===== src/rtl/core/binodal_phase_classifier_assert.svh =====
// Assertion macros shared by the classifier RTL
`ifndef BINODAL_PHASE_CLASSIFIER_ASSERT_SVH
`define BINODAL_PHASE_CLASSIFIER_ASSERT_SVH

// Consequent checked in the same cycle as the antecedent
`define BPC_ASSERT_IMP(lbl, clk, rst_n, ante, cons, msg) \
    lbl: assert property (@(posedge clk) disable iff (!(rst_n)) (ante) |-> (cons)) \
        else $error(msg);

// Consequent checked in the cycle after the antecedent
`define BPC_ASSERT_NEXT(lbl, clk, rst_n, ante, cons, msg) \
    lbl: assert property (@(posedge clk) disable iff (!(rst_n)) (ante) |=> (cons)) \
        else $error(msg);

`endif


===== src/rtl/core/bpc_pkg.sv =====
`timescale 1ns / 1ps

package bpc_pkg;

    // Fixed field widths
    localparam int DATA_W         = 32;
    localparam int PHASE_W        = 2;
    localparam int SEG_W          = 6;
    localparam int PT_IDX_W       = 6;
    localparam int PIU_W          = 7;
    localparam int CFG_ADDR_W     = 4;
    localparam int DEF_MAX_POINTS = 64;

    localparam logic [PIU_W-1:0] PIU_RESET = 7'd2;

    // Input transaction opcodes
    localparam logic OP_CLASSIFY = 1'b0;
    localparam logic OP_WRITE    = 1'b1;

    // Phase codes
    typedef enum logic [PHASE_W-1:0] {
        PH_SCF,
        PH_GAS,
        PH_MIX,
        PH_LIQ
    } t_phase;

    // Register indexes (word address bits [3:2])
    typedef enum logic [1:0] {
        CFG_CRIT_T,
        CFG_CRIT_P,
        CFG_CRIT_V,
        CFG_POINTS
    } t_cfg_idx;

    // Sequencer states
    typedef enum logic [2:0] {
        ST_IDLE,
        ST_CHECK,
        ST_SCAN,
        ST_MUL,
        ST_CMP,
        ST_RESULT
    } t_state;

    // Configuration as seen by the datapath
    typedef struct packed {
        logic [DATA_W-1:0] crit_t;
        logic [DATA_W-1:0] crit_p;
        logic [DATA_W-1:0] crit_v;
        logic [PIU_W-1:0]  points;
    } t_cfg;

    // One binodal table entry
    typedef struct packed {
        logic [DATA_W-1:0] pressure;
        logic [DATA_W-1:0] left_volume;
        logic [DATA_W-1:0] right_volume;
    } t_point;

endpackage


===== src/rtl/core/bpc_regs.sv =====
`timescale 1ns / 1ps

module bpc_regs (
    input  logic                            i_clk,
    input  logic                            i_rst_n,
    input  logic                            psel,
    input  logic                            penable,
    input  logic                            pwrite,
    input  logic [bpc_pkg::CFG_ADDR_W-1:0]  paddr,
    input  logic [bpc_pkg::DATA_W-1:0]      pwdata,
    output logic [bpc_pkg::DATA_W-1:0]      prdata,
    output logic                            pready,
    output bpc_pkg::t_cfg                   o_cfg
);
    import bpc_pkg::*;

    t_cfg     r_cfg;
    t_cfg     n_cfg;
    t_cfg_idx reg_sel;
    logic     wr_en;

    assign reg_sel = t_cfg_idx'(paddr[3:2]);
    assign wr_en   = psel && penable && pwrite;
    assign pready  = 1'b1;
    assign o_cfg   = r_cfg;

    // Write decode
    always_comb begin
        n_cfg = r_cfg;
        if (wr_en) begin
            case (reg_sel)
                CFG_CRIT_T: n_cfg.crit_t = pwdata;
                CFG_CRIT_P: n_cfg.crit_p = pwdata;
                CFG_CRIT_V: n_cfg.crit_v = pwdata;
                CFG_POINTS: n_cfg.points = pwdata[PIU_W-1:0];
                default:    n_cfg = r_cfg;
            endcase
        end
    end

    always_ff @(posedge i_clk) begin
        if (!i_rst_n) begin
            r_cfg.crit_t <= '0;
            r_cfg.crit_p <= '0;
            r_cfg.crit_v <= '0;
            r_cfg.points <= PIU_RESET;
        end else begin
            r_cfg <= n_cfg;
        end
    end

    // Read mux
    always_comb begin
        case (reg_sel)
            CFG_CRIT_T: prdata = r_cfg.crit_t;
            CFG_CRIT_P: prdata = r_cfg.crit_p;
            CFG_CRIT_V: prdata = r_cfg.crit_v;
            CFG_POINTS: prdata = {{(DATA_W-PIU_W){1'b0}}, r_cfg.points};
            default:    prdata = '0;
        endcase
    end

endmodule


===== config.mk =====
export PLATFORM = sky130hd
export DESIGN_NAME = bpc_regs
export DESIGN_NICKNAME = d
export VERILOG_FILES = /design/src/rtl/core/binodal_phase_classifier_assert.svh /design/src/rtl/core/bpc_pkg.sv /design/src/rtl/core/bpc_regs.sv
export SDC_FILE = /design/constraint.sdc
export NUM_CORES = 1
export LEC_CHECK = 0
export ABC_CLOCK_PERIOD_IN_PS = 3100
export BUFFER_PORTS_ARGS = -buffer_cell sky130_fd_sc_hd__buf_2
export CAP_MARGIN = 10
export CORE_AREA = 2 2 96 98
export CTS_CLUSTER_DIAMETER = 40
export DETAILED_ROUTE_END_ITERATION = 8
export DIE_AREA = 0 0 98 100
export PLACE_DENSITY = 0.92
export REMOVE_ABC_BUFFERS = 1
export SLEW_MARGIN = 20
export SYNTH_ARGS = -nofsm -noshare
export SYNTH_HDL_FRONTEND = slang
export SYNTH_SLANG_ARGS = --single-unit

===== constraint.sdc =====
create_clock -name i_clk -period 3.1 [get_ports i_clk]
set_input_delay 0.155 -clock i_clk [delete_from_list [all_inputs] [get_ports i_clk]]
set_output_delay 0.155 -clock i_clk [all_outputs]
set_load 0.01 [all_outputs]

==> results of run 1 <==
[routing by layer]
layer / part of all wire / wire length, um
met3: 0.049 / 553
met4: 0.015 / 172
met1: 0.43 / 4820
met5: 0 / 0
met2: 0.51 / 5720
[cell families (layout without fill, tap and decap cells)]
logic type | Yosys count | count (layout)
other cells | 1 | 1
mux | 134 | 134
flops | 103 | 103
compound gates | 27 | 27
buf+inv | 39 | 196
simple gates | 166 | 166
[how the worst max path moves through the flow]
stage / start / end / depth (start not counted)
2_1_floorplan: pwrite / o_cfg[10] / 3
3_3_place_gp: paddr[2] / o_cfg[66] / 4
3_5_place_dp: paddr[2] / o_cfg[69] / 4
4_1_cts: paddr[3] / prdata[22] / 7
5_1_grt: paddr[3] / prdata[22] / 7
6_report: paddr[3] / prdata[31] / 7
[critical path: cells and delay by family]
| family | cells | cell delay [ns] |
|---|---|---|
| AO/OA/AOI/OAI | 1 | 0.07 |
| buffers and inverters | 4 | 0.98 |
| AND/OR/NAND/NOR | 2 | 0.64 |
[synth_stat cells, drive strengths merged]
master	number
buf	24
clkbuf	14
conb	1
dfxtp	103
inv	1
mux2i	127
mux4	7
nand2	160
nand3	1
nor2	1
nor2b	1
nor3	1
nor3b	1
o21ai	26
o311ai	1
or3b	1
[power by group]
group | leakage [nW] | total (mW) | internal (mW) | switching [mW]
clock | 0.0982 | 0.871 | 0.446 | 0.425
sequential | 0.831 | 1.35 | 1.34 | 0.0134
combinational | 1.80 | 0.199 | 0.0763 | 0.122
[per-stage QoR]
stage	instances	hold slack (ns)
final	738	0.101
after floorplan	432	0.246
after global placement	724	0.447
after CTS	738	0.0798
after global routing	738	0.0840
after detailed placement	724	0.457
[layout make-up]
class,instances,area [sq um]
fill,762,3310
multi-input combinational,328,2230
sequential,103,2060
timing repair buffer,181,941
tap,111,139
clock buffer,10,128
clock inverter,4,72.6
inverter,1,3.75
==> results.sh, run 1 <==
export IMPL_status="finished, final reports clean"
export IMPL_setup_viol=0
export IMPL_grt_util_all_layers=0.223
export IMPL_htree_levels=3
export IMPL_final_core_util=0.628
export IMPL_layout_commonest_cell="buf_2"
export IMPL_dpl_cell_area_sq_um=5380
export IMPL_initial_core_util=0.510
export IMPL_syn_area_sq_um=4540
export IMPL_vias_per_cell=5.34
export IMPL_io_buffers=173
export IMPL_top_usage_layer="met2"
export IMPL_pwr_density_cell_nw_per_um2=434
export IMPL_antenna_found_initial=0
export IMPL_die_area_sq_um=9800
export IMPL_clkLatencyLatePin_ns=0.34
export IMPL_diodes=0
export IMPL_critPathCaptureType="primary output"
export IMPL_holdPathStages=3
export IMPL_irDropWorstVdd_mv=0.255
export IMPL_ys_ff_latch=103
export IMPL_max_stage_delay_ns=0.56
export IMPL_die_w_um=98
export IMPL_drive_gt1_frac=0.330
export IMPL_cts_tree="done"
export IMPL_path_cells="buf_2, buf_4, nor2b_2, buf_4, nand2_1, o21ai_0, buf_2"
export IMPL_antenna_left=0
export IMPL_grt_max_degree=73
export IMPL_rows=35
export IMPL_hold_violations=0
export IMPL_grt_pass1_wl_mm=18.1
export IMPL_crit_path_top_delay_cell="nor2b_2"
export IMPL_holdCritStartpoint="pwdata[21]"
export IMPL_required_ns=2.94
export IMPL_drtIter0Drc=104
export IMPL_synthMuxAreaShare=0.315
export IMPL_numCtsBuffers=9
export IMPL_routedWlPerCell_um=15.3
export IMPL_syn_avg_cell_area_sq_um=9.65
export IMPL_area_growth_pct=23.0
export IMPL_fmax_mhz=496
export IMPL_worstPathArrival_ns=1.86
export IMPL_use_met1=0.264
export IMPL_use_met2=0.413
export IMPL_die_h_um=100
export IMPL_clockRootBuffer="clkbuf_8"
export IMPL_final_nets=665
export IMPL_rsz0062_at_grt="false"
export IMPL_r2r_start="o_cfg[47]"
export IMPL_yosys_warnings=0
export IMPL_fin_setup_tns_ns=0
export IMPL_min_period_ns=2.02
export IMPL_synth_compound_area_frac=0.0306
export IMPL_synth_top_family_by_area="multiplexers"
export IMPL_total_power_mw=2.42
export IMPL_drv_cap=0
export IMPL_grt_overflow=0
export IMPL_dr_pass1_iters=5
export IMPL_drcViolationCount=0
export IMPL_synthXorXnorAreaFrac=0
export IMPL_final_area_sq_um=5580
export IMPL_critPathKind="in -> out"
export IMPL_preCtsSetupSlack_ns=1.03
export IMPL_slew_limit_headroom=0.519
export IMPL_synth_simple_gate_area_share=0.143
export IMPL_setup_ws_ns=1.08
export IMPL_clkTransAtPathRegs_ns=0.10
export IMPL_dp_hpwl_mm=7.95
export IMPL_yosysUniqueCellTypes=20
export IMPL_synthCells=470
export IMPL_wirelength_mm=11.3
export IMPL_largest_reg_flops=103
export IMPL_r2r_cells=2
export IMPL_postCtsResizedCells=0
export IMPL_r2r_slack_ns=2.40
export IMPL_clock_path_buffers=2
export IMPL_hold_buffers=0
export IMPL_crit_path_max_fanout=36
export IMPL_worst_setup_path_start_kind="primary input"
export IMPL_gr_usage_met3=0.0348
export IMPL_gp_congestion=0.776
export IMPL_final_cell_mix="buf_2 (172), nand2_1 (160), mux2i_1 (127)"
export IMPL_post_cts_buffers=0
export IMPL_yosys_area_top_type="dfxtp_1"
export IMPL_worst_slew_pin_slew_ns=0.721
export IMPL_ys_top_cells_by_area="dfxtp_1 (45%), mux2i_1 (28%), nand2_1 (13%), mux4_2 (3.5%), o21ai_0 (2.9%)"
export IMPL_slew_violations=0
export IMPL_power_static_leakage_nw=2.73
export IMPL_timing_final_crit_share=0.651
export IMPL_worst_r2r_endpoint="o_cfg[47]"
export IMPL_vias=3940
export IMPL_clock_skew_ns=0
export IMPL_ios=177
export IMPL_first_global_vias=3838
export IMPL_synth_adder_area_share=0
export IMPL_whs_endpoint="o_cfg[92]"
export IMPL_min_delay_path_class="in -> reg"
export IMPL_clock_sinks=103
export IMPL_synth_top_area_share=0.455
export IMPL_ys_seq_area_frac=0.455
export IMPL_core_region_area_sq_um=8890
Power figures use the tool's default switching activity.
==> run 2: changes to the inputs <==
Settings changed: ABC_CLOCK_PERIOD_IN_PS 3100 to 2000, CORE_AREA 2 2 96 98 to 2 2 100 102, DIE_AREA 0 0 98 100 to 0 0 102 104, PLACE_DENSITY 0.92 to 0.86.
Clock period 3.1 ns to 2 ns, I/O delays scaled along.
==> run 2 against run 1 <==
Sequential power up 56%. Largest power group unchanged. Via count fell by 0.79%. Combinational power is 59% higher. Non-clock buffer count up 5. Worst hold slack worse by 0.073 ns. Largest cell class unchanged.
==> results.sh, run 2 (synthesis gave the netlist of run 1 again) <==
export IMPL_slew_limit_headroom=0.613
export IMPL_final_cell_mix="buf_2 (172), nand2_1 (160), mux2i_1 (127)"
export IMPL_crit_path_max_fanout=21
export IMPL_drtIter0Drc=145
export IMPL_core_region_area_sq_um=9550
export IMPL_initial_core_util=0.475
export IMPL_worst_setup_path_start_kind="primary input"
export IMPL_antenna_left=0
export IMPL_grt_overflow=0
export IMPL_slew_violations=0
export IMPL_min_delay_path_class="in -> reg"
export IMPL_critPathKind="in -> out"
export IMPL_drive_gt1_frac=0.338
export IMPL_final_nets=670
export IMPL_dp_hpwl_mm=8.07
export IMPL_postCtsResizedCells=0
export IMPL_vias_per_cell=5.10
export IMPL_rsz0062_at_grt="false"
export IMPL_grt_pass1_wl_mm=17.5
export IMPL_die_w_um=102
export IMPL_largest_reg_flops=103
export IMPL_clkTransAtPathRegs_ns=0.09
export IMPL_fmax_mhz=685
export IMPL_dr_pass1_iters=6
export IMPL_max_stage_delay_ns=0.39
export IMPL_timing_final_crit_share=0.730
export IMPL_hold_buffers=0
export IMPL_cp_common_cell="buf_2"
export IMPL_worstPathArrival_ns=1.36
export IMPL_total_power_mw=3.72
export IMPL_clkLatencyLatePin_ns=0.36
export IMPL_hold_violations=0
export IMPL_critPathCaptureType="primary output"
export IMPL_crit_path_top_delay_cell="buf_2"
export IMPL_wirelength_mm=11.3
export IMPL_clock_sinks=103
export IMPL_crit_buf_inv=3
export IMPL_power_static_leakage_nw=2.75
export IMPL_final_core_util=0.592
export IMPL_grt_max_degree=52
export IMPL_first_global_vias=3739
export IMPL_numCtsBuffers=9
export IMPL_routedWlPerCell_um=14.8
export IMPL_setup_viol=0
export IMPL_irDropWorstVdd_mv=0.321
export IMPL_antenna_found_initial=0
export IMPL_ios=177
export IMPL_io_buffers=173
export IMPL_required_ns=1.90
export IMPL_layout_commonest_cell="buf_2"
export IMPL_fillCellCount=828
export IMPL_clock_path_buffers=2
export IMPL_drcViolationCount=0
export IMPL_whs_ns=0.0285
export IMPL_clockRootBuffer="clkbuf_8"
export IMPL_gp_congestion=0.757
export IMPL_die_area_sq_um=10600
export IMPL_cts_tree="done"
export IMPL_path_cells="buf_2, nor2b_2, buf_4, nand2_1, o21ai_0, buf_2"
export IMPL_htree_levels=3
export IMPL_grt_util_all_layers=0.204
export IMPL_pwr_density_cell_nw_per_um2=658
export IMPL_post_cts_buffers=0
export IMPL_clock_skew_ns=0
export IMPL_worst_slew_pin_slew_ns=0.581
export IMPL_vias=3909
export IMPL_crit_family="buffers and inverters"
export IMPL_drv_cap=0
export IMPL_diodes=0
export IMPL_area_growth_pct=24.7
export IMPL_die_h_um=104
export IMPL_min_period_ns=1.46
export IMPL_status="finished, final reports clean"
export IMPL_rows=36
run 2: cell count changes in the layout (fill, tap and decap cells not counted), sizes merged:
cell,delta
bufinv,-1
clkinvlp,+2
buf,+5
clkbuf,+1
run 2: worst register-to-register path: stages (launching register included):
cell and delay [ns]:
dfxtp_1 0.39, nand2_1 0.07, mux2i_1 0.15
run 2: through the flow:
| step | area (sq um) | instances | TNS, ns | setup slack [ns] |
|---|---|---|---|---|
| after detailed placement | 5460 | 751 | 0 | 0.441 |
| after global placement | 5460 | 751 | 0 | 0.497 |
| final | 5660 | 767 | 0 | 0.540 |
| after global routing | 5660 | 767 | 0 | 0.463 |
| after CTS | 5660 | 767 | 0 | 0.554 |
| after floorplan | 4290 | 432 | -79.72 | -2.10 |
run 2: power breakdown:
part	switching, mW	leakage [nW]	internal, mW
clock network	0.698	0.0916	0.611
registers	0.0206	0.831	2.08
logic	0.191	1.83	0.126
total	0.909	2.75	2.81
run 2: area by class of cell:
| type | instances | area [sq um] | share of cell area |
|---|---|---|---|
| Clock inverter | 5 | 57.6 | 0.0102 |
| Timing Repair Buffer | 186 | 991 | 0.175 |
| Tap cell | 133 | 166 | 0.0294 |
| Multi-Input combinational cell | 328 | 2230 | 0.395 |
| Inverter | 1 | 3.75 | 0.000664 |
| Clock buffer | 11 | 141 | 0.0250 |
| Sequential cell | 103 | 2060 | 0.365 |
run 2: layer usage:
metal | global-route usage | up-vias | share of wire
li1 | - | 1887 | -
met5 | 0 | - | 0
met2 | 0.363 | 137 | 0.51
met3 | 0.0390 | 15 | 0.050
met1 | 0.235 | 1870 | 0.42
met4 | 0.0857 | 0 | 0.014
run 2: path summary, 6_finish.rpt:
kind / slack [ns] / end / start / cells after the start
worst max-delay path: 0.54 / prdata[28] / paddr[3] / 6
worst min-delay path: 0.03 / o_cfg[33] / pwdata[26] / 3
worst max register to register: 1.32 / o_cfg[86] / o_cfg[86] / 2
worst min register to register: 0.48 / o_cfg[4] / o_cfg[4] / 2
